[config.mk]
export PLATFORM = sky130hd
export DESIGN_NAME = vtpg_sqrt_cell
export DESIGN_NICKNAME = d
export VERILOG_FILES = /design/src/sv/vtpg_sqrt_cell.sv
export SDC_FILE = /design/constraint.sdc
export NUM_CORES = 1
export LEC_CHECK = 0
export BUFFER_PORTS_ARGS = -buffer_cell sky130_fd_sc_hd__clkbuf_2
export CAP_MARGIN = 10
export CORE_ASPECT_RATIO = 0.9
export CORE_MARGIN = 2
export CORE_UTILIZATION = 51
export CTS_CLUSTER_SIZE = 30
export DETAILED_ROUTE_END_ITERATION = 8
export GPL_TIMING_DRIVEN = 1
export PLACE_DENSITY = 0.85
export SLEW_MARGIN = 15
export SYNTH_ARGS = -nofsm -noshare
export SYNTH_HDL_FRONTEND = slang
export SYNTH_SLANG_ARGS = --single-unit
[constraint.sdc]
create_clock -name aclk -period 7.45 [get_ports aclk]
set_input_delay 0.745 -clock aclk [delete_from_list [all_inputs] [get_ports aclk]]
set_output_delay 0.745 -clock aclk [all_outputs]
set_load 0.01 [all_outputs]
[src/sv/vtpg_sqrt_cell.sv]
`timescale 1ns / 1ps
`default_nettype none

module vtpg_sqrt_cell (
    input  wire logic        aclk,
    input  wire logic        en,
    input  wire logic [31:0] val_in,
    input  wire logic [16:0] rem_in,
    input  wire logic [15:0] root_in,
    output logic      [31:0] val_out,
    output logic      [16:0] rem_out,
    output logic      [15:0] root_out
);

    logic [18:0] rem_sh;
    logic [18:0] trial;
    logic        take;

    // one root bit per cell, two radicand bits shifted in
    assign rem_sh = {rem_in, val_in[31:30]};
    assign trial  = {1'b0, root_in, 2'b01};
    assign take   = (rem_sh >= trial);

    always_ff @(posedge aclk) begin
        if (en) begin
            val_out  <= {val_in[29:0], 2'b00};
            rem_out  <= take ? 17'(rem_sh - trial) : rem_sh[16:0];
            root_out <= {root_in[14:0], take};
        end
    end

endmodule

`default_nettype wire

; Word-level counts from Yosys, hierarchy flattened
; Index checks and enable logic that the tools add are counted.
[word_totals]
out_inout_bits = 65
ff_bits = 63
inputBits = 67
mem_count = 0
elab_cells = 6
mem_bits_ro = 0
latch_bits = 0
ram_bits = 0
[op_classes]
mul = 0
div = 0
n_mux = 1
bitwise_logic = 0
n_shift = 0
eq_ne = 0
n_reduce_logical = 0
add_sub_neg = 1
magnitude_cmp = 1
[op_table]
columns = op, count
row1 = 19-bit by 18-bit greater-or-equal comparator with 1-bit output, 1
row2 = 17-bit two-way mux, 1
row3 = 17-bit subtractor, 1

; Logic depth before layout (Yosys ltp)
[depth]
word_depth = 2
depth_mapped = 9
ltp_nobuf = 8

; Worst setup path before layout
; OpenSTA, ideal clock, no wires.
[synth_path]
path_kind = input port to flip-flop
from = in root_in[8]
to = reg rem_out[10] (data pin)
n_path_buf = 1
setup_slack_ns = 4.559
arrival_time_ns = 2.631
stages = 9
setup_time_ns = 0.260
required_ns = 7.190
cell_sequence = inv_1 ha_1 a21oi_2 o21ai_1 a311o_1 a21o_1 a21boi_4 buf_12 mux2_4
[synth_via]
elab_chain_cells = 2
word_cells_on_any_way = 3
cone_classes = 1 x add/sub / 1 x order compare / 1 x mux
[synth_lines]
columns = element, line
row1 = "start, declared", 9  ; input wire logic [15:0] root_in,
row2 = 17-bit subtractor / 19-bit by 18-bit greater-or-equal comparator with 1-bit output (equally long branches), "27, 22"
row3 = 17-bit two-way mux (*), 27  ; rem_out <= take ? 17'(rem_sh - trial) : rem_sh[16:0];
row4 = "end signal, assigned", 27
row5 = "end, declared", 11  ; output logic [16:0] rem_out,
; Mark *: on every way between the ends. The rest lies on a longest branch, timed or not.
; A chain may end at the register's enable or synchronous reset.

; Final worst setup path
[layout_path]
from = in root_in[8]
to = reg rem_out[2] (data pin)
[layout_via]
elab_chain_cells = 2
[layout_lines]
columns = element, line
row1 = 19-bit by 18-bit greater-or-equal comparator with 1-bit output, 22  ; assign take = (rem_sh >= trial);
row2 = 17-bit two-way mux, 27
; No other way between the ends.

==> impl_metrics.ini <==
[floorplanning]
initial_core_util = 0.531
design.core.area_um2 = 5730
die_w_um = 85.4
pin_count = 132
die_area_um2 = 6600
dieHeight_um = 77.3
rows = 26

[route]
routed_wl_um = 6730
vias = 2219
avgViaCountPerCell = 5.18
drt_iter0_markers = 59
postRouteAntennaNets = 0
wl_per_cell_um = 15.7
drc = 0
dr.pass1.iters = 6

[layout]
diodes = 0
finalNonFillerCells = 428
final_cell_area_um2 = 3940
drive_above_1_share = 0.455
utilization = 0.688
fin_nets = 438
area_growth_pct = 29.5

[place]
place_ws_ns = 4.05
port_buffers = 129
gp_congestion = 0.847
placedCellCount = 412
post-dp-hpwl_um = 5140
dpl_cell_area_um2 = 3750

[clock_tree]
postCtsHoldBufs = 0
cts_max_path_buffers = 2
root_buffer = clkbuf_8
cts_setup_buffers = 0
ctsResizeCount = 0
h-tree-depth = 3
cts_num_sinks = 63
cts_tree = yes
numCtsBuffers = 9
clk_pin_slew_worst_paths_ns = 0.07

[timing]
tightest_slew_ns = 0.761
tns_ns = 0
fmax_mhz = 331
slew_violations = 0
hold_violations = 0
fin_ws_ns = 4.43
setup_viol = 0
worst_hold_slack_ns = 0.588
grt_setup_unrepaired = no
min_period_ns = 3.02
post-route-period-util = 0.406
slew_headroom = 0.492

[critical_path]
critical-path-max-stage-delay_ns = 0.57
cp.required_ns = 7.54
cp_top_family = compound AO/OA/AOI/OAI gates
path_cells = clkbuf_2 -> inv_1 -> ha_1 -> a21oi_2 -> o21ai_1 -> a311o_1 -> a21o_1 -> a21boi_4 -> mux2_2
worstPathMaxFanout = 17
critPathArrivalTime_ns = 3.11
slowest_stage = a21boi_4
start_kind = input pin
crit_buf_inv = 2
criticalPathCategory = in2reg
end_kind = flop

[global_route]
grt_use_total = 0.206
grt_pass1_wl_um = 10400
grt_max_degree = 64
grt_pass1_vias = 2250
antenna_found_initial = 0
gr-total-overflow = 0

[synth]
async_flop_share = 0
ys_types = 41
ys_top_cells_by_area = edfxtp_1 (62%), ha_1 (7.4%), mux2_2 (3.3%)
yosysMostFrequentCell = edfxtp_1
synth_edf_count = 63
syn_area_per_cell_um2 = 14.2
synth_cells = 214
synth_top_area_frac = 0.622
synth_commonest_cells = edfxtp_1 (63), inv_1 (21), ha_1 (18), a21oi_1 (14), nor2_1 (10)
synthesis.area_um2 = 3040
synth_flop_cell = edfxtp_1
synth-seq-cells = 63
yosysWarnings = 0
yosys.area.top_type = edfxtp_1
synth.yosys.seq_area_share = 0.622

[pwr]
p_seq_frac = 0.488
pwr_density_cell_nw_per_um2 = 230
comb_power_share = 0.202
power.total_uw = 908
p_leak_nw = 1.82
ir_drop_mv = 0.169
clock_power_share = 0.311
netSwitchingFraction = 0.259
switching_power_uw = 235
p_int_uw = 673

[hold_path]
min_path_type = in2reg

[run]
drv_cap = 0

[status]
status = completed
-- cell type report --
class | instances | area, um^2
clock inverter | 6 | 61.3
clock buffer | 10 | 128
sequential | 63 | 1890
tap | 70 | 87.6
multi-input combinational | 128 | 1040
fill | 412 | 1790
timing repair buffer | 130 | 653
inverter | 21 | 78.8
-- cells in the final DEF, fill, tap and decap left out, types with 2 or more instances in the layout --
| cell | n |
|---|---|
| a211oi_1 | 3 |
| a21o_1 | 4 |
| a21oi_1 | 14 |
| a311o_1 | 2 |
| and2_1 | 2 |
| and3_1 | 2 |
| clkbuf_2 | 129 |
| clkbuf_8 | 9 |
| clkinv_2 | 3 |
| conb_1 | 2 |
| edfxtp_1 | 63 |
| ha_1 | 18 |
| inv_1 | 21 |
| mux2_2 | 9 |
| mux2_4 | 6 |
| mux2i_1 | 2 |
| nand2_1 | 6 |
| nand4_1 | 2 |
| nor2_1 | 10 |
| o211ai_1 | 2 |
| o21a_1 | 2 |
| o21ai_0 | 7 |
| o21bai_1 | 2 |
| or3_1 | 3 |
| xnor2_1 | 8 |
| xor2_1 | 6 |
-- worst paths after layout --
kind	startpoint	end	cells past startpoint
worst max-delay path	root_in[8]	rem_out[2]	9
worst min-delay path	val_in[11]	val_out[13]	1
-- layer usage --
metal / GRT usage / up-vias / wire length (um)
met5: 0 / - / 0
met4: 0.0921 / 0 / 151
met3: 0.0807 / 17 / 642
met2: 0.343 / 104 / 3290
met1: 0.232 / 1010 / 2640
li1: - / 1088 / -
-- power groups by stage --
stage,logic [mW],clock network [mW],registers (mW)
finish,0.183,0.282,0.443
global route,0.200,0.302,0.445
CTS,0.184,0.289,0.443
detailed placement,0.183,0,0.450
global placement,0.177,0,0.449
floorplan,0.0895,0,0.470
-- sequential cells by signal (all words and copies together), names as in the netlist --
| register | count |
|---|---|
| rem_out | 17 |
| root_out | 16 |
| val_out | 30 |
-- logic make-up after synthesis --
kind of cell	share of synthesized area
muxes	0.0695
and+or+nand+nor	0.0510
buffers and inverters	0.0374
xor gates and xnor gates	0.0403
DFF	0.622
adders and majority gates	0.0741
other	0.00123
AOI/OAI and AO/OA	0.104
Power figures use the tool's default switching activity.
