[src/sv/vtpg_pkg.sv]
`timescale 1ns / 1ps
`default_nettype none

package vtpg_pkg;

    // cordic geometry
    localparam int CORDIC_STEPS = 15;
    localparam int ROT_W        = 27;   // rotation lane x/y width
    localparam int ANG_W        = 18;   // rotation lane residual angle width
    localparam int VEC_W        = 27;   // vectoring lane x/y width

    // arctangent of 2^-i in units of 1/65536 turn
    localparam logic [15:0] ATAN_TURNS [0:CORDIC_STEPS-1] = '{
        16'd8192, 16'd4836, 16'd2555, 16'd1297, 16'd651, 16'd326, 16'd163, 16'd81,
        16'd41, 16'd20, 16'd10, 16'd5, 16'd3, 16'd1, 16'd1
    };

    // gain-compensated start value of the rotation lanes
    localparam logic signed [ROT_W-1:0] CORDIC_START_X = 27'sd10188032;

    // fixed point constants
    localparam logic [29:0] INV_2PI_Q32 = 30'd683565276;
    localparam logic [15:0] VALUE_Q16   = 16'd52429;

    // register map
    localparam logic [1:0] REG_FRAME_WIDTH  = 2'd0;
    localparam logic [1:0] REG_FRAME_HEIGHT = 2'd1;
    localparam logic [1:0] REG_PAUSED_MODE  = 2'd2;
    localparam logic [1:0] REG_TIME_PHASE   = 2'd3;

    // one colour before byte conversion, Q.16
    typedef struct packed {
        logic [16:0] red;
        logic [16:0] green;
        logic [16:0] blue;
    } color_t;

endpackage

`default_nettype wire

[src/sv/vtpg_rot_cell.sv]
`timescale 1ns / 1ps
`default_nettype none

module vtpg_rot_cell #(
    parameter int STEP = 0
) (
    input  wire logic                                   aclk,
    input  wire logic                                   en,
    input  wire logic signed [vtpg_pkg::ROT_W-1:0]      x_in,
    input  wire logic signed [vtpg_pkg::ROT_W-1:0]      y_in,
    input  wire logic signed [vtpg_pkg::ANG_W-1:0]      a_in,
    output logic      signed [vtpg_pkg::ROT_W-1:0]      x_out,
    output logic      signed [vtpg_pkg::ROT_W-1:0]      y_out,
    output logic      signed [vtpg_pkg::ANG_W-1:0]      a_out
);

    localparam logic signed [vtpg_pkg::ANG_W-1:0] ANG =
        $signed({{(vtpg_pkg::ANG_W-16){1'b0}}, vtpg_pkg::ATAN_TURNS[STEP]});

    logic signed [vtpg_pkg::ROT_W-1:0] dx;
    logic signed [vtpg_pkg::ROT_W-1:0] dy;

    assign dx = x_in >>> STEP;
    assign dy = y_in >>> STEP;

    // rotate toward zero residual angle
    always_ff @(posedge aclk) begin
        if (en) begin
            if (a_in >= 0) begin
                x_out <= x_in - dy;
                y_out <= y_in + dx;
                a_out <= a_in - ANG;
            end else begin
                x_out <= x_in + dy;
                y_out <= y_in - dx;
                a_out <= a_in + ANG;
            end
        end
    end

endmodule

`default_nettype wire

[config.mk]
export PLATFORM = sky130hd
export DESIGN_NAME = vtpg_rot_cell
export DESIGN_NICKNAME = d
export VERILOG_FILES = /design/src/sv/vtpg_pkg.sv /design/src/sv/vtpg_rot_cell.sv
export SDC_FILE = /design/constraint.sdc
export NUM_CORES = 1
export LEC_CHECK = 0
export ABC_AREA = 0
export BUFFER_PORTS_ARGS = -buffer_cell sky130_fd_sc_hd__buf_4
export CORE_ASPECT_RATIO = 1.75
export CORE_MARGIN = 2
export CORE_UTILIZATION = 60
export CTS_BUF_LIST = sky130_fd_sc_hd__clkbuf_16
export DETAILED_ROUTE_END_ITERATION = 12
export PLACE_DENSITY = 0.84
export SYNTH_ARGS = -nofsm -noshare
export SYNTH_HDL_FRONTEND = slang
export SYNTH_SLANG_ARGS = --single-unit
[constraint.sdc]
create_clock -name aclk -period 5.4 [get_ports aclk]
set_input_delay 1.62 -clock aclk [delete_from_list [all_inputs] [get_ports aclk]]
set_output_delay 1.62 -clock aclk [all_outputs]
set_load 0.02 [all_outputs]
[After elaboration in Yosys (flattened, before gate mapping)]
Cells that the tools add are included.
W data, S select, Z words.
Storage, ports and cells
  input bits: 74
  bits in latches: 0
  register bits after elaboration: 72
  bits in writable memories: 0
  ROM bits: 0
  memories: 0
Cells by class
  equality and inequality tests: 0
  divide/modulo/power cells: 0
  reductions and logical operators: 0
  shift-type cells: 0
  mux-type cells: 3
  bitwise gates (word level): 0
  add/sub/neg operators: 5
  $mul: 0
  magnitude comparators: 1
Operators by type and width (count)
  $mux W27: 2
  $sub A27 B27 Y27: 2
  $add A27 B27 Y27: 1
  $add A18 B15 Y18 const B: 1
  $ge A18 B1 Y1 const B: 1
  $mux W18: 1
  $sub A18 B15 Y18 const B: 1

[Logic depth before layout (Yosys ltp)]
  depth after elaboration: 2
  depth in mapped cells: 13

[Least setup slack after synthesis]
OpenSTA, ideal clock, no wires.
  path type: input port to flip-flop
  start point: input x_in[0] (netlist name)
  end point: register y_out[20] (netlist name), data pin
  library setup time: 267 ps
  arrival: 3627 ps
  path slack: 1506 ps
  path buffers: 0
  stages: 11
  cells stage by stage: ha_1 -> inv_1 -> fa_1 -> nor2_1 -> o311a_1 -> a221o_2 -> a31oi_4 -> o21ai_2 -> a211o_1 -> o21a_1 -> xnor2_1
Between the ends
  word-level cells in the longest chain between the ends: 2
  elaborated cells on any way between the ends: 3
RTL lines
  start: declaration: RTL line vtpg_rot_cell.sv:9  | input wire logic signed [vtpg_pkg::ROT_W-1:0] x_in,
  $sub A27 B27 Y27 / $add A27 B27 Y27 (equally long branches): RTL line vtpg_rot_cell.sv:35, vtpg_rot_cell.sv:31
  $mux W27 (*): RTL line vtpg_rot_cell.sv:29  | if (a_in >= 0) begin
  end signal: assignment: RTL line vtpg_rot_cell.sv:31  | y_out <= y_in + dx;
  end signal: assignment: RTL line vtpg_rot_cell.sv:35  | y_out <= y_in - dx;
  end: declaration: RTL line vtpg_rot_cell.sv:13  | output logic signed [vtpg_pkg::ROT_W-1:0] y_out,
Every way passes the cells marked *; elsewhere a longest branch is shown, timed or not.
A chain may end at the register's enable or synchronous reset.

[Final worst setup path]
  start point: input x_in[8] (netlist name)
  end point: register y_out[22] (netlist name), data pin
The elaborated chain is that of the path after synthesis.

==> metrics.cfg <==
[synthesis]
yosysUniqueCellTypes=64
synth_nets=984
syn_area_um2=7000
ys.flop_type=edfxtp_1
ys_ff_latch=71
synth_most_common_cell=a21oi_1
ys_top_cells_by_area=edfxtp_1, ha_1, a21oi_1
synth.avg_cell_area_um2=8.57
synth_top_cells_by_count=a21oi_1, ha_1, inv_1, nor2_1, edfxtp_1
yosys_warnings=0
seq_area_frac_synth_pct=30.4
yosysTopAreaCell=edfxtp_1
netlist.area_leader.share_pct=30.4
synthArstFlopShare_pct=0
synth-edff-count=71
synth_cells=817

[power_and_ir_drop]
irDropWorstVdd_uv=302
leakagePower_nw=3.80
power.density_nw_per_um2=273

[setup_path]
cp-end-kind=flip-flop
startpoint=x_in[8]
critical_path_required_ns=5.47
cp_max_fo=12
cp-start-kind=input port
cp-endpoint=y_out[22]
crit_type=in2reg
arrival_ns=4.33

[finish]
post-route-util_pct=74.0
area_growth_pct=21.0
final_cells=1085
nets=1112
n_antenna_cell=0
layout-drive-gt1-share_pct=19.3

[die]
floorplan.rows=52
die_w_um=85.7
fp.dieH_um=147
initial_utilization_pct=61.2
core-area_um2=11500
num_io_pins=146
die-area_um2=12600

[clock_tree]
clk_pin_slew_ns=0.06
cts_tree=built
post_cts.repair.setup_buffers=0
cts_sinks=71
ctsHtreeMaxLevel=3
ctsResizeCount=0
cts_buffer_depth=2
cts_buffers=9
root_buffer=clkbuf_16
cts_hold_buf=0

[drt]
drc=0
ant_nets=0
drt-vias-per-instance=6.30
wl_per_cell_um=20.4
num_vias=6839
drt-total-wl_um=22100
dr.pass1.iters=6
drtIter0Drc=604

[sta]
min_period_over_period_pct=78.8
fmax_ghz=0.235
tightest_slew_ns=0.885
relSlewSlack_pct=41.0
period_minus_slack_ns=4.25
setup_violations=0
fin_tns_setup_ns=0
rsz0062_at_grt=false
hold_violations=0
hold_slack_ns=1.46
finalMaxSlewViolations=0

[placement]
portBuffers=145
dp_cells=1069
gp_congestion=1.08
dp_hpwl_um=17400

[global_routing]
grt_pass1_wl_um=34700
grt_max_degree=72
antenna_found_initial=0
grt_usage_pct=35.4
overflow=0
grt_pass1_vias=6739

[job]
drv_cap=0

[worst_hold_path]
hp-class=in2reg

[outcome]
status=finished, final reports clean

[report_power, final]
group,internal [mW],leakage (nW),total [mW],switching (mW)
registers,0.719,0.695,0.745,0.0255
clock network,0.412,0.163,0.657,0.245
logic,0.347,2.94,0.910,0.563
total,1.48,3.80,2.31,0.834
[metrics by stage]
stage                     worst slack [ns]  total power [mW]  area (um2)
after CTS                             1.27              2.30        8470
after floorplan                       1.51              1.31        7000
after global routing                  1.00              2.41        8470
after detailed placement             0.921              1.65        8140
after global placement               0.909              1.64        8140
final                                 1.15              2.31        8470
[kinds of logic (layout without fill, tap and decap cells)]
family	Yosys count	after routing	synth area share (%)
compound gates	259	259	23.7
xor+xnor	52	52	6.50
fa+ha+maj	93	93	17.0
buf+inv	121	254	7.07
flops	71	71	30.4
mux	7	7	1.00
simple gates	214	214	14.3
[worst min path at each step]
stage,startpoint,to,slack [ns],depth (start not counted)
final,a_in[8],a_out[8],1.46,1
after global routing,a_in[8],a_out[8],1.46,1
after CTS,a_in[8],a_out[8],1.46,1
after detailed placement,a_in[8],a_out[8],1.81,1
after global placement,a_in[2],a_out[2],1.81,1
after floorplan,a_in[0],a_out[0],1.72,0
[worst max-delay path, cell delays in order]
cell and delay (ns):
buf_4 0.10, inv_1 0.04, ha_1 0.56, and3_1 0.32, a21boi_0 0.21, a31oi_1 0.12, a21oi_1 0.50, a21boi_0 0.24
o211a_1 0.25, a311oi_1 0.25, o31ai_1 0.11
[layer usage]
| metal | wire length [um] | GRT usage, % |
|---|---|---|
| met1 | 7410 | 37.5 |
| met2 | 11700 | 64.2 |
| met3 | 1350 | 3.88 |
| met4 | 1590 | 23.7 |
| met5 | 0 | 0 |
[registers in the layout, indices dropped and copies added (netlist names)]
signal  cells
a_out      18
x_out      27
y_out      26
[layout make-up]
class | instances | area, um2
multi-input combinational | 625 | 4380
fill | 894 | 2980
sequential | 71 | 2130
timing repair buffer | 152 | 1140
inverter | 86 | 323
clock buffer | 9 | 225
tap | 135 | 169
clock inverter | 7 | 103
[cell usage in the layout, fill, tap and decap left out, types with 5 or more instances in the layout]
master	instances
a21boi_0	5
buf_4	152
nor4_1	8
nand3_1	16
o21ai_0	42
a21o_1	14
mux2i_1	7
a21oi_1	98
ha_1	89
a211oi_1	5
nor2_1	78
xnor2_1	48
o21a_1	5
nand4_1	11
o211ai_1	9
inv_1	84
a31oi_1	7
o21bai_1	14
nand2_1	50
o31ai_1	16
edfxtp_1	71
clkbuf_16	9
nor3_1	18
nand2b_1	10
No activity file was read; power rests on OpenSTA's default activity.
