## config.mk

```make
export PLATFORM = sky130hd
export DESIGN_NAME = vtpg_vec_cell
export DESIGN_NICKNAME = d
export VERILOG_FILES = /design/src/sv/vtpg_pkg.sv /design/src/sv/vtpg_vec_cell.sv
export SDC_FILE = /design/constraint.sdc
export NUM_CORES = 1
export LEC_CHECK = 0
export BUFFER_PORTS_ARGS = -buffer_cell sky130_fd_sc_hd__buf_2
export CAP_MARGIN = 20
export CORE_UTILIZATION = 55
export DETAILED_ROUTE_END_ITERATION = 7
export PLACE_DENSITY = 0.81
export SLEW_MARGIN = 20
export SYNTH_ARGS = -nofsm -noshare
export SYNTH_HDL_FRONTEND = slang
export SYNTH_SLANG_ARGS = --single-unit
```

## constraint.sdc

```tcl
create_clock -name aclk -period 7.3 [get_ports aclk]
set_input_delay 0.73 -clock aclk [delete_from_list [all_inputs] [get_ports aclk]]
set_output_delay 0.73 -clock aclk [all_outputs]
set_load 0.1 [all_outputs]
```

## src/sv/vtpg_pkg.sv

```systemverilog
`timescale 1ns / 1ps
`default_nettype none

package vtpg_pkg;

    // cordic geometry
    localparam int CORDIC_STEPS = 15;
    localparam int ROT_W        = 27;   // rotation lane x/y width
    localparam int ANG_W        = 18;   // rotation lane residual angle width
    localparam int VEC_W        = 27;   // vectoring lane x/y width

    // arctangent of 2^-i in units of 1/65536 turn
    localparam logic [15:0] ATAN_TURNS [0:CORDIC_STEPS-1] = '{
        16'd8192, 16'd4836, 16'd2555, 16'd1297, 16'd651, 16'd326, 16'd163, 16'd81,
        16'd41, 16'd20, 16'd10, 16'd5, 16'd3, 16'd1, 16'd1
    };

    // gain-compensated start value of the rotation lanes
    localparam logic signed [ROT_W-1:0] CORDIC_START_X = 27'sd10188032;

    // fixed point constants
    localparam logic [29:0] INV_2PI_Q32 = 30'd683565276;
    localparam logic [15:0] VALUE_Q16   = 16'd52429;

    // register map
    localparam logic [1:0] REG_FRAME_WIDTH  = 2'd0;
    localparam logic [1:0] REG_FRAME_HEIGHT = 2'd1;
    localparam logic [1:0] REG_PAUSED_MODE  = 2'd2;
    localparam logic [1:0] REG_TIME_PHASE   = 2'd3;

    // one colour before byte conversion, Q.16
    typedef struct packed {
        logic [16:0] red;
        logic [16:0] green;
        logic [16:0] blue;
    } color_t;

endpackage

`default_nettype wire

```

## src/sv/vtpg_vec_cell.sv

```systemverilog
`timescale 1ns / 1ps
`default_nettype none

module vtpg_vec_cell #(
    parameter int STEP = 0
) (
    input  wire logic                              aclk,
    input  wire logic                              en,
    input  wire logic signed [vtpg_pkg::VEC_W-1:0] x_in,
    input  wire logic signed [vtpg_pkg::VEC_W-1:0] y_in,
    input  wire logic        [15:0]                z_in,
    output logic      signed [vtpg_pkg::VEC_W-1:0] x_out,
    output logic      signed [vtpg_pkg::VEC_W-1:0] y_out,
    output logic             [15:0]                z_out
);

    logic signed [vtpg_pkg::VEC_W-1:0] dx;
    logic signed [vtpg_pkg::VEC_W-1:0] dy;

    assign dx = x_in >>> STEP;
    assign dy = y_in >>> STEP;

    // drive y toward zero, accumulate the angle in turns
    always_ff @(posedge aclk) begin
        if (en) begin
            if (y_in >= 0) begin
                x_out <= x_in + dy;
                y_out <= y_in - dx;
                z_out <= z_in + vtpg_pkg::ATAN_TURNS[STEP];
            end else begin
                x_out <= x_in - dy;
                y_out <= y_in + dx;
                z_out <= z_in - vtpg_pkg::ATAN_TURNS[STEP];
            end
        end
    end

endmodule

`default_nettype wire

```

# After elaboration in Yosys (flattened, before gate mapping)
# Cells that the tools add are included.
[op_classes]
n_div = 0
reduce_logical = 0
n_bitwise = 0
add_sub_neg = 5
shift = 0
n_mul = 0
magnitude_cmp = 1
mux = 3
eq_ne = 0
[op_table]
columns = ["operator", "count"]
rows = [
  ["two-way mux 27 bit", 2],
  ["subtractor 27 bit", 2],
  ["adder 27 bit", 1],
  ["greater-or-equal comparator 27 x 1 -> 1 bit, second input constant", 1],
  ["adder 16 x 14 -> 16 bit, second input constant", 1],
  ["two-way mux 16 bit", 1],
  ["subtractor 16 x 14 -> 16 bit, second input constant", 1],
]
[word_totals]
romBits = 0
memories = 0
output_inout_bits = 70
ramBits = 0
regBits = 70
latchBits = 0
inputBits = 72

# Logic depth before layout (Yosys ltp)
[depth]
word_depth = 2
ltp_mapped = 11

# Worst setup path before layout
# No wires, ideal clock.
[synth_timing]
kind = "input to register"
start = "input x_in[12] in the netlist's numbering"
end = "register x_out[25] in the netlist's numbering, data pin"
stages = 10
path_slack_ps = 4227
arrival_time_ps = 2813
path_buffers = 0
setup_ps = 260
path_cell_list = "inv_1 ha_1 or3_4 or3_4 a211oi_2 o21ai_1 a21o_1 or3_1 nand3_2 xnor2_1"
[synth_via]
elab_chain_len = 2
word_cells_on_any_way = 3
cone_classes = "add/sub (2); mux (1)"
[synth_rtl]
columns = ["element", "line", "source"]
rows = [
  ["start, declared", "vtpg_vec_cell.sv:9", "input wire logic signed [vtpg_pkg::VEC_W-1:0] x_in,"],
  ["subtractor 27 bit / adder 27 bit (equally long branches)", "vtpg_vec_cell.sv:31, vtpg_vec_cell.sv:27", ""],
  ["two-way mux 27 bit (*)", "vtpg_vec_cell.sv:26", "if (y_in >= 0) begin"],
  ["end signal, assigned", "vtpg_vec_cell.sv:27", "x_out <= x_in + dy;"],
  ["end signal, assigned", "vtpg_vec_cell.sv:31", "x_out <= x_in - dy;"],
  ["end, declared", "vtpg_vec_cell.sv:12", "output logic signed [vtpg_pkg::VEC_W-1:0] x_out,"],
]
# Mark *: on every way between the ends. The rest lies on a longest branch, timed or not.
# A chain may end at the register's enable or synchronous reset.

# Worst setup path after layout
[layout_timing]
start = "input x_in[12] in the netlist's numbering"
end = "register y_out[23] in the netlist's numbering, data pin"
[layout_via]
elab_chain_len = 2
word_cells_on_any_way = 3
cone_classes = "add/sub (2); mux (1)"
[layout_rtl]
columns = ["element", "line", "source"]
rows = [
  ["adder 27 bit / subtractor 27 bit (equally long branches)", "vtpg_vec_cell.sv:32, vtpg_vec_cell.sv:28", ""],
  ["two-way mux 27 bit (*)", "vtpg_vec_cell.sv:26", ""],
  ["end signal, assigned", "vtpg_vec_cell.sv:28", "y_out <= y_in - dx;"],
  ["end signal, assigned", "vtpg_vec_cell.sv:32", "y_out <= y_in + dx;"],
  ["end, declared", "vtpg_vec_cell.sv:13", "output logic signed [vtpg_pkg::VEC_W-1:0] y_out,"],
]
# Marked as above.

==> impl_metrics.csv <==
group,metric,value,unit
run_status,status,"finished clean",
sta,worst_pin_slew,0.8560,ns
sta,finalSetupViolCount,0,
clock_tree,root_buffer,"clkbuf_16",
layout,final_area,0.007597,mm²
yosys,syn-cell-area,0.006497,mm²
yosys,synthFlopType,"edfxtp_1",
power,internal_power,1.020,mW
placement,place_inst,997,
critical_path,path_cells,"buf_2, inv_1, ha_1, a21oi_1, o2111a_1, a211oi_1, a211o_1, a221o_1, a2111oi_0, a311oi_1, xnor2_1",
power,ir_drop,0.0002857,V
sta,slew_viol_final,0,
hold_path,hold_path.class,"input pin to register",
layout,drive_above_1_share,0.1977,
flow_run,max_cap_viol_count,0,
placement,placed_cell_area,0.007266,mm²
critical_path,cp-end-kind,"register",
clock_tree,cts_tree,"yes",
power,pwr-share-comb,0.473,
clock_tree,cts.hold.buffers_added,0,
sta,slew_headroom,0.4294,
yosys,synth_area_leaders,"edfxtp_1 32%, ha_1 15%, a21oi_1 6.4%",
power,pwr-share-clk,0.249,
sta,period_share,0.4820,
die,die-area,0.01225,mm²
detailed_routing,routed_wl,17180,µm
critical_path,crit_arrival,3.59,ns
critical_path,critPathMaxStageDelay,0.49,ns
sta,setup-tns-final,0,ns
critical_path,cp.required,7.37,ns
detailed_routing,wl_per_cell,16.96,µm
yosys,avgSynthCellArea,8.745,µm²
yosys,synth-seq-area-share,0.3189,
placement,dp_hpwl,13510,µm
detailed_routing,ant_nets,0,
yosys,synth_top_cell_by_area,"edfxtp_1",
yosys,synth-seq-cells,69,
critical_path,start_kind,"input pin",
global_route,grt_use_total,0.2798,
die,fp.dieW,110.7,µm
layout,fin_nets,1019,
die,initial_core_util,0.5666,
critical_path,cp_max_fo,15,
hold_path,hold_end,"z_out[9]",
sta,rsz0062_at_grt,"false",
clock_tree,clkSinkCount,69,
sta,fmax,284.2,MHz
power,p_leak,3.479,nW
power,power_density,253.6,mW/mm²
clock_tree,ctsLongestPathBuffers,2,
yosys,synth_nets,897,
placement,port_buffers,141,
global_route,grt_pass1_wl,27480,µm
clock_tree,postCtsSetupBuffers,0,
detailed_routing,dr_total_vias,6025,
layout,final_util,0.6625,
yosys,synth_top_area_frac,0.3189,
critical_path,path_class,"input pin to register",
hold_path,holdPathStages,1,
power,switching_share,0.4706,
clock_tree,cts_resized,0,
sta,period_minus_slack,3.518,ns
detailed_routing,drt_iter0_markers,613,
yosys,yosysMostFrequentCell,"inv_1",
detailed_routing,first_pass_iters,7,
power,switching_power,0.9066,mW
global_route,antenna_found_initial,1,
layout,antennaDiodeCount,0,
critical_path,crit_slowest_cell,"ha_1",
hold_path,hp-start,"z_in[9]",
die,core,0.01147,mm²
global_route,grt_max_degree,70,
yosys,yosysUniqueCellTypes,65,
detailed_routing,drc,0,
yosys,synth_cells,743,
sta,holdWs,0.5686,ns
placement,gp_congestion,0.9520,
detailed_routing,vias_per_cell,5.948,
yosys,ys_async_sr_fraction,0,
yosys,synth_common_cells,"85 x inv_1, 83 x a21oi_1, 78 x ha_1, 69 x edfxtp_1, 61 x nor2_1",
yosys,yosys_warnings,0,
global_route,grt_overflow_total,0,
power,pwr-share-seq,0.277,
yosys,synth_edf_count,69,
die,io_pins,142,
clock_tree,clkSlewWorstSetupHoldPaths,0.06,ns
die,rows,39,
global_route,grt_pass1_vias,5472,
layout,stdcell_count,1013,
die,die_y,110.7,µm
sta,finalHoldViolCount,0,
clock_tree,cts_made_buffers,9,
layout,synthToLayoutAreaGrowth,16.93,%
clock_tree,htree_levels,3,
## state kept, by name, indices dropped and copies added, names as in the netlist
register and count:
x_out 27, y_out 26, z_out 16
## cells in the final DEF, fill, tap and decap left out, types with 5 or more instances in the layout
cell type	synthesis	final
buf_2	6	141
inv_1	85	85
a21oi_1	83	83
ha_1	78	78
edfxtp_1	69	69
nor2_1	61	61
xnor2_1	46	46
o21ai_0	45	45
nand2_1	42	42
a21o_1	16	16
nor3_1	14	14
mux2i_1	13	13
nor2b_1	13	13
o21bai_1	10	10
nand3_1	10	10
clkbuf_16	0	9
o211ai_1	7	7
a211oi_1	7	7
a21boi_0	6	6
xor2_1	6	6
nor4_1	6	6
o31ai_1	6	6
o22ai_1	5	5
a2111oi_0	5	5
a31oi_1	5	5
## critical path, delay by kind of cell
family / cells / cell delay [ns]
adder cells (fa/ha/maj): 1 / 0.49
buffers and inverters: 2 / 0.14
AO/OA/AOI/OAI: 7 / 2.05
XOR/XNOR: 1 / 0.18
## power by group through the flow
stage | combinational, mW | sequential [mW] | clock, mW
after floorplan | 0.296 | 0.972 | 0
after global placement | 0.897 | 0.541 | 0
after detailed placement | 0.902 | 0.542 | 0
after CTS | 0.905 | 0.535 | 0.485
after global routing | 0.956 | 0.539 | 0.500
final | 0.912 | 0.534 | 0.480
## logic make-up (layout without fill, tap and decap cells)
| kind of cell | count (synthesis) | after routing | share of synthesized area |
|---|---|---|---|
| compound gates | 235 | 235 | 0.2317 |
| xor+xnor | 52 | 52 | 0.07009 |
| fa+ha+maj | 82 | 82 | 0.1625 |
| buf+inv | 120 | 247 | 0.07163 |
| flops | 69 | 69 | 0.3189 |
| mux | 13 | 13 | 0.02003 |
| simple gates | 172 | 172 | 0.1252 |
## how the worst max path moves through the flow
stage             start  cells past startpoint         to  slack (ns)
2_1_floorplan  x_in[12]                     10  x_out[25]        4.23
3_3_place_gp   x_in[12]                     11  y_out[23]        3.55
3_5_place_dp   x_in[12]                     11  y_out[23]        3.54
4_1_cts        x_in[12]                     11  y_out[23]        3.87
5_1_grt        x_in[12]                     11  y_out[23]        3.67
6_report       x_in[12]                     11  y_out[23]        3.78
## area by class of cell
| cell class | instances | area, µm² |
|---|---|---|
| clock buffer | 9 | 225.2 |
| clock inverter | 7 | 106.4 |
| fill | 968 | 3870 |
| inverter | 87 | 326.6 |
| multi-input combinational | 554 | 3960 |
| sequential | 69 | 2072 |
| tap | 143 | 178.9 |
| timing repair buffer | 144 | 728.2 |
## per-layer routing
layer	share of wire	track usage	up-vias
li1	-	-	2874
met1	0.44	0.4014	2781
met2	0.45	0.4389	347
met3	0.091	0.03718	23
met4	0.019	0.08622	0
met5	0	0	-
## through the flow
step                      total power, mW  worst slack (ns)
after floorplan                     1.268             4.227
after global placement              1.437             3.549
after detailed placement            1.444             3.543
after CTS                           1.924             3.875
after global routing                1.995             3.665
final                               1.926             3.782
Note: power is estimated with default switching activity, not from simulation.
