`src/sv/vtpg_div_cell.sv`:
```
`timescale 1ns / 1ps
`default_nettype none

module vtpg_div_cell #(
    parameter int RW = 10
) (
    input  wire logic          aclk,
    input  wire logic          en,
    input  wire logic [RW-1:0] divisor,
    input  wire logic [RW-1:0] rem_in,
    input  wire logic [15:0]   quo_in,
    output logic      [RW-1:0] rem_out,
    output logic      [15:0]   quo_out
);

    logic [RW:0] rem_dbl;
    logic        take;

    // one restoring quotient bit
    assign rem_dbl = {rem_in, 1'b0};
    assign take    = (rem_dbl >= {1'b0, divisor});

    always_ff @(posedge aclk) begin
        if (en) begin
            rem_out <= take ? RW'(rem_dbl - {1'b0, divisor}) : rem_dbl[RW-1:0];
            quo_out <= {quo_in[14:0], take};
        end
    end

endmodule

`default_nettype wire

```
`config.mk`:
```
export PLATFORM = sky130hd
export DESIGN_NAME = vtpg_div_cell
export DESIGN_NICKNAME = d
export VERILOG_FILES = /design/src/sv/vtpg_div_cell.sv
export SDC_FILE = /design/constraint.sdc
export NUM_CORES = 1
export LEC_CHECK = 0
export ABC_AREA = 1
export BUFFER_PORTS_ARGS = -buffer_cell sky130_fd_sc_hd__buf_2
export CORE_MARGIN = 2
export CORE_UTILIZATION = 44
export DETAILED_ROUTE_END_ITERATION = 8
export GPL_TIMING_DRIVEN = 0
export PLACE_DENSITY = 0.74
export RECOVER_POWER = 100
export REMOVE_ABC_BUFFERS = 1
export SYNTH_ARGS = -nofsm -noshare
export SYNTH_HDL_FRONTEND = slang
export SYNTH_SLANG_ARGS = --single-unit
export TNS_END_PERCENT = 30
```
`constraint.sdc`:
```
create_clock -name aclk -period 2.05 [get_ports aclk]
set_input_delay 0.1025 -clock aclk [delete_from_list [all_inputs] [get_ports aclk]]
set_output_delay 0.1025 -clock aclk [all_outputs]
set_load 0.02 [all_outputs]
```
# Word level (Yosys, flattened, before mapping)
# Index checks and enable logic that the tools add are counted.
# word_totals
ff_bits	26
wordCells	6
# classes
muxes	1
addsub	1
order_cmp	1
# op_table
op	count
11-bit by 10-bit >= comparator with 1-bit output	1
10-bit 2-to-1 mux	1
10-bit subtractor	1

# Longest topological paths before layout
# Gate-level depths: netlist of run 1.
# logic_depth
depth_word	2
ltp_mapped	12

# Least setup slack after synthesis of run 1
# Ideal clock, no wire load.
# synth_timing
path_kind	in2reg
start	input port divisor[2]
end	register rem_out[9], data pin
setup_ns	0.252
path_slack_ns	0.575
arrival_time_ns	1.223
path_buffers	2
path_stages	12
cell_sequence	inv_1 > ha_1 > buf_6 > a21oi_4 > nand2_2 > nand2_1 > nand2_2 > nand2_2 > nand2_4 > buf_12 > nand3_4 > nand2_2
# synth_between
elab_chain_cells	2
word_cells_on_any_way	3
# synth_lines
element	line	text
from (decl)	9	input wire logic [RW-1:0] divisor,
11-bit by 10-bit >= comparator with 1-bit output	21	assign take = (rem_dbl >= {1'b0, divisor});
named net take	17	logic take;
10-bit 2-to-1 mux	25	rem_out <= take ? RW'(rem_dbl - {1'b0, divisor}) : rem_dbl[RW-1:0];
to (signal assigned)	25	
to (decl)	12	output logic [RW-1:0] rem_out,
# The timed path passes the listed nets, and every way through them passes these cells.
# A chain may end at the register's enable or synchronous reset.

# Worst setup path after layout of run 1
# layout_timing
start	input port divisor[2]
end	register rem_out[9], data pin
# layout_between
elab_chain_cells	2
word_cells_on_any_way	3
# layout_lines
element	line
10-bit subtractor / 11-bit by 10-bit >= comparator with 1-bit output (equally long branches)	25, 21
10-bit 2-to-1 mux *	25
# Every way passes the cells marked *; elsewhere a longest branch is shown, timed or not.

==> run metrics, run 1 <==
routed via count approximately 1300; min cycle time layout 1.66 ns; DRT antenna net count 0; Total Neg Setup Slack 0 ns; share of cells above drive strength 1 between 20% and 30%; fmax 602 MHz; full die area ~4000 µm²; Initial Utilization 46.2%; YS warnings 0; Arrival @ worst endpoint roughly 1.8 ns; chip width around 63 µm; drt first pass iters 4; Tightest Pin Transition between 1 and 1.5 ns; Max VDD drop 0.000229 V; GPL Wtd Cong ~0.84; slowest CP cell ha_1; CTS root buffer clkbuf_4; Static Leakage around 0.97 nW; met3 Use GR approximately 2.7%; worst setup path startpoint divisor[2]; P per Cell Area roughly 630 nW/µm²; # DRC 0; I/O pin total 64; final worst setup slack slightly below 0.4 ns; vias in the first global route 1196; NetSw between 0.3 and 0.4 mW; Reg clk slew, reported paths 0.13 ns; number of synthesized register bits 26; WL/cell approximately 11 µm; cell area after synthesis approximately 1500 µm²; CP max stage delay between 0.4 and 0.5 ns; H-tree depth 1; Post-Synthesis Cells 159; highest net fanout along the worst path 11; CP Cell Sequence buf_2 > inv_1 > ha_1 > nand3_1 > nand2_1 > nand2_1 > nand2_1 > nand2_1 > nand2_4 > inv_1 > nand2_1 > nand2_2; DP HPWL 2250 µm; area grow syn2layout 30.6%; count of pins over their slew limit 0; Max Root-Sink Buffers 2; HP Class in2reg; max-cap check violation count 0; critical path's top delay family simple AND/OR/NAND/NOR gates; leading cell types in the layout, fill and taps excluded nand2_1, buf_2, clkbuf_1; cell internal pwr between 0.8 and 0.9 mW; Layout fillers roughly 320; Worst setup SP type input pin; Required @ worst endpoint 2.14 ns; cell repeated most along the worst path nand2_1; DRT Wirelength ~3000 µm; WP buf/inv 3; kind of critical path in2reg; total global routing overflow 0; Seq pwr share ~53%; clock network fraction of design power approximately 17%; global-route wire length before repair 4960 µm; combinational cell fraction of total power between 30% and 40%; Mapped Avg Cell Area roughly 9.7 µm²; relative slew slack between 10% and 20%; initial antenna violation count 0; status complete, no violations; sequential fraction of the synthesis area ~50%; GR Util met2 roughly 28%; Worst Min Path Start rem_in[4]; initial DRC count 39; grt met1 use between 10% and 20%; chip height 63.2 µm; Synth cell types 23; Finish-stage setup viols 0; # nets final 288; Post-CTS Resized 0; TritonCTS Buffers 3; GRT Max-Usage Layer met2; via/cell ratio 4.43; CTS sink count 26; CTS tree built; Tcrit/Tclk final between 80% and 90%; most common cell after layout, fill and taps aside nand2_1; Setup WS pre-CTS 0.205 ns; row cnt 21; core area between 3000 and 4000 µm²; # diodes 0; RSZ-0062 raised after global routing false; CP Capture Type flop; Sw Ratio roughly 31%; IO buf count between 60 and 70; largest net degree at the start of global routing 27; total track usage 15.5%; Hold Vio Cnt, Final 0
cell usage after synthesis:
| master | number | area [µm²] |
|---|---|---|
| ha_1 | 10 | 125 |
| edfxtp_1 | 26 | 781 |
| clkinv_2 | 1 | 5.00 |
| nand4_1 | 1 | 6.26 |
| a21oi_4 | 1 | 16.3 |
| nand2_4 | 1 | 11.3 |
| nand3_2 | 4 | 40.0 |
| inv_2 | 1 | 3.75 |
| a21oi_1 | 2 | 10.0 |
| buf_12 | 1 | 20.0 |
| xor2_1 | 3 | 26.3 |
| nand3b_1 | 1 | 7.51 |
| buf_6 | 1 | 11.3 |
| nand3_1 | 8 | 40.0 |
| fa_1 | 1 | 20.0 |
| a21oi_2 | 2 | 17.5 |
| nand2_2 | 9 | 56.3 |
| nand2_1 | 51 | 191 |
| nand3_4 | 1 | 17.5 |
| nor2_1 | 8 | 30.0 |
| nor3_1 | 2 | 10.0 |
| o21bai_1 | 1 | 7.51 |
| inv_1 | 23 | 86.3 |
sequential cells by signal (all words and copies together) (netlist names):
| name | cells |
|---|---|
| rem_out | 10 |
| quo_out | 16 |
stage by stage:
stage | utilization, % | hold WS, ns | power, mW | cells | cell area (µm²)
2_1_floorplan | - | 0.201 | 0.936 | 157 | 1510
3_3_place_gp | 56.2 | 0.279 | 1.05 | 265 | 1880
3_5_place_dp | 56.2 | 0.281 | 1.06 | 265 | 1880
4_1_cts | 61.5 | 0.0614 | 1.29 | 284 | 2050
5_1_grt | 60.3 | 0.0478 | 1.34 | 284 | 2010
6_report | 60.3 | 0.0696 | 1.26 | 284 | 2010
logic make-up (layout without fill, tap and decap cells):
group | count (synthesis) | after routing | synth area share, %
adders and majority gates | 11 | 11 | 9.42
and+or+nand+nor | 86 | 86 | 26.6
AOI/OAI and AO/OA | 6 | 6 | 3.33
DFF | 26 | 26 | 50.7
xor gates and xnor gates | 3 | 3 | 1.71
buffers and inverters | 27 | 106 | 8.20
per-layer routing:
| layer | share of wire [%] | up-vias |
|---|---|---|
| met5 | 0 | - |
| met4 | 0.77 | 0 |
| met3 | 7.2 | 2 |
| met2 | 47 | 50 |
| met1 | 45 | 540 |
| li1 | - | 666 |
layout make-up:
class / instances / area (µm²) / share of cell area, %
repair buffers: 77 / 427 / 21.2
inverters: 25 / 95.1 / 4.73
well taps: 46 / 57.6 / 2.86
multi-input cells: 106 / 626 / 31.1
clock buffers: 3 / 22.5 / 1.12
flip-flops and latches: 26 / 781 / 38.8
clock inverters: 1 / 3.75 / 0.187
path summary, 6_finish.rpt:
kind,endpoint,cells past startpoint
max,rem_out[9]$_DFFE_PP_,12
min,rem_out[5]$_DFFE_PP_,3
power by group through the flow:
stage	logic [mW]	registers, mW	clock network (mW)
floorplan	0.184	0.752	0
global placement	0.380	0.674	0
detailed placement	0.384	0.675	0
CTS	0.407	0.663	0.216
global route	0.430	0.669	0.238
finish	0.387	0.665	0.208
repair_timing:
action | 4_1_cts | 5_1_grt
endpoints found under the hold margin | 15 | 0
hold buffers | 15 | 0
buffers inserted | 0 | 0
endpoints found under the setup margin | 0 | 0
No activity file was read; power rests on OpenSTA's default activity.
==> inputs of run 2 (changes only) <==
==> constraint.sdc (replaced) <==
create_clock -name aclk -period 1.6 [get_ports aclk]
set_input_delay 0.08 -clock aclk [delete_from_list [all_inputs] [get_ports aclk]]
set_output_delay 0.08 -clock aclk [all_outputs]
set_load 0.02 [all_outputs]
==> run 2 against run 1 <==
  * Critical path depth decreased by 1
  * Via count increased by 0.64%
  * Critical endpoint unchanged
  * Design area grew 0.50%
  * Clock power rose by 28%
  * Largest power group unchanged
==> run metrics, run 2 (synthesis gave the netlist of run 1 again) <==
most common cell after layout, fill and taps aside nand2_1; Static Leakage 0.963 nW (-0.29%); GPL Wtd Cong 0.844 (unchanged); Setup WS pre-CTS -0.222 ns (-0.428 ns); CP Capture Type flop; fmax around 700 MHz; chip height 63.2 µm (unchanged); final worst setup slack 0.168 ns (-0.220 ns); Initial Utilization 46.2% (unchanged); via/cell ratio 4.46 (+0.64%); CP Cell Sequence buf_2 > ha_2 > nand3_1 > nand2_2 > nand2_1 > nand2_2 > nand2_2 > nand2_4 > inv_2 > nand2_1 > nand2_2; NetSw 0.506 mW (+29%); core area 3340 µm² (unchanged); min cycle time layout between 1 and 1.5 ns; worst setup path startpoint rem_in[1]; vias in the first global route 1196 (unchanged); total global routing overflow 0 (unchanged); initial antenna violation count 0 (unchanged); WL/cell 10.6 µm (+0.13%); Tcrit/Tclk final around 89%; full die area 3990 µm² (unchanged); row cnt 21 (unchanged); cell internal pwr 1.11 mW (+28%); Max VDD drop 0.000295 V (+29%); CTS sink count 26 (unchanged); DP HPWL 2250 µm (unchanged); Hold Vio Cnt, Final 0 (unchanged); IO buf count 62 (unchanged); highest net fanout along the worst path 11 (unchanged); CTS root buffer clkbuf_4; I/O pin total 64 (unchanged); Top reg by flops quo_out; Worst Min Path Start rem_in[4]; Arrival @ worst endpoint 1.52 ns (-0.23 ns); slowest CP cell ha_2; CP max stage delay 0.41 ns (-0.03 ns); status complete, no violations; Layout fillers 312 (-0.95%); max reg flops 16 (unchanged); DRT Wirelength 3000 µm (+0.13%); Finish-stage setup viols 0 (unchanged); Reg clk slew, reported paths 0.13 ns (about the same); drt first pass iters 4 (unchanged); cell repeated most along the worst path nand2_2; HP Class in2reg; DRT antenna net count 0 (unchanged); Sw Ratio 31.2% (+0.042 points); CTS tree built; Worst setup SP type input pin; routed via count 1266 (+0.64%); total track usage 15.5% (unchanged); max-cap check violation count 0 (unchanged); Hold Path End rem_out[5]$_DFFE_PP_; TritonCTS Buffers 3 (unchanged); Hold Path Stages 3 (unchanged); H-tree depth 1 (unchanged); RSZ-0062 raised after global routing false; # diodes 0 (unchanged); top flop regs quo_out: 16 flops, rem_out: 10 flops; kind of critical path in2reg; leading cell types in the layout, fill and taps excluded nand2_1, buf_2, clkbuf_1; relative slew slack 11.5% (about the same); initial DRC count 40 (+2.6%); share of cells above drive strength 1 24.8% (+2.1 points); area grow syn2layout 31.3%; chip width 63.2 µm (unchanged); Seq pwr share 52.6% (-0.2 points); # nets final 288 (unchanged); global-route wire length before repair 4960 µm (unchanged); largest net degree at the start of global routing 27 (unchanged); combinational cell fraction of total power 30.9% (+0.2 points); Power, Total 1.62 mW (+29%); Max Root-Sink Buffers 2 (unchanged); P per Cell Area 801 nW/µm² (+28%); Total Neg Setup Slack 0 ns (unchanged); Tightest Pin Transition 1.33 ns (-0.0000320 ns); Required @ worst endpoint 1.69 ns (-0.45 ns); # DRC 0 (unchanged); clock network fraction of design power 16.5% (about the same); count of pins over their slew limit 0 (unchanged)
==> run 2: cell types whose count changed in the layout (fill, tap and decap cells not counted) <==
cell / change
ha_1: -1
inv_2: +1
nand2_1: -3
ha_2: +1
inv_1: -1
nand2_2: +3
==> run 2: repair_timing <==
action | 4_1_cts | 5_1_grt
hold buffers | 15 | 0
setup buffers | 0 | 0
setup endpoints to repair | 0 | 1
gates resized for setup | 0 | 1
endpoints found under the hold margin | 15 | 0
==> run 2: stage by stage <==
| step | instance area [µm²] | utilization (%) | instances | hold WS, ns |
|---|---|---|---|---|
| after CTS | 2050 | 61.5 | 284 | 0.0389 |
| final | 2020 | 60.6 | 284 | 0.0471 |
| after global routing | 2020 | 60.6 | 284 | 0.0253 |
| after detailed placement | 1880 | 56.2 | 265 | 0.258 |
| after floorplan | 1510 | - | 157 | 0.179 |
| after global placement | 1880 | 56.2 | 265 | 0.257 |
==> run 2: worst max-delay path, delay by kind of cell <==
kind / cells / cell delay (ns)
and+or+nand+nor: 8 / 0.77
buffers and inverters: 2 / 0.26
adders and majority gates: 1 / 0.41
==> run 2: power by group through the flow <==
stage	Combinational, mW	Clock (mW)	Sequential (mW)
after floorplan	0.236	0	0.963
final	0.501	0.267	0.852
after global placement	0.486	0	0.864
after global routing	0.556	0.305	0.858
after detailed placement	0.492	0	0.865
after CTS	0.522	0.277	0.849
==> run 2: worst max path at each step <==
stage,to
6_report,rem_out[9]$_DFFE_PP_
5_1_grt,rem_out[2]$_DFFE_PP_
4_1_cts,rem_out[3]$_DFFE_PP_
3_5_place_dp,rem_out[9]$_DFFE_PP_
3_3_place_gp,rem_out[9]$_DFFE_PP_
2_1_floorplan,rem_out[9]$_DFFE_PP_
==> run 2: cell type report <==
type	count	area [µm²]	area share, %
sequential	26	781	38.6
clock inverter	1	3.75	0.186
clock buffer	3	22.5	1.11
multi-input combinational	106	636	31.4
timing repair buffer	77	427	21.1
tap	46	57.6	2.85
inverter	25	95.1	4.70
==> run 2: per-layer routing <==
layer  vias up  share of wire (%)  wire [µm]  global-route usage, %
li1        667                  -          -                      -
met1       547                 44       1330                   19.0
met2        50                 48       1430                   27.8
met3         2                7.2        215                   2.68
met4         0               0.77         23                   4.17
met5         -                  0          0                      0
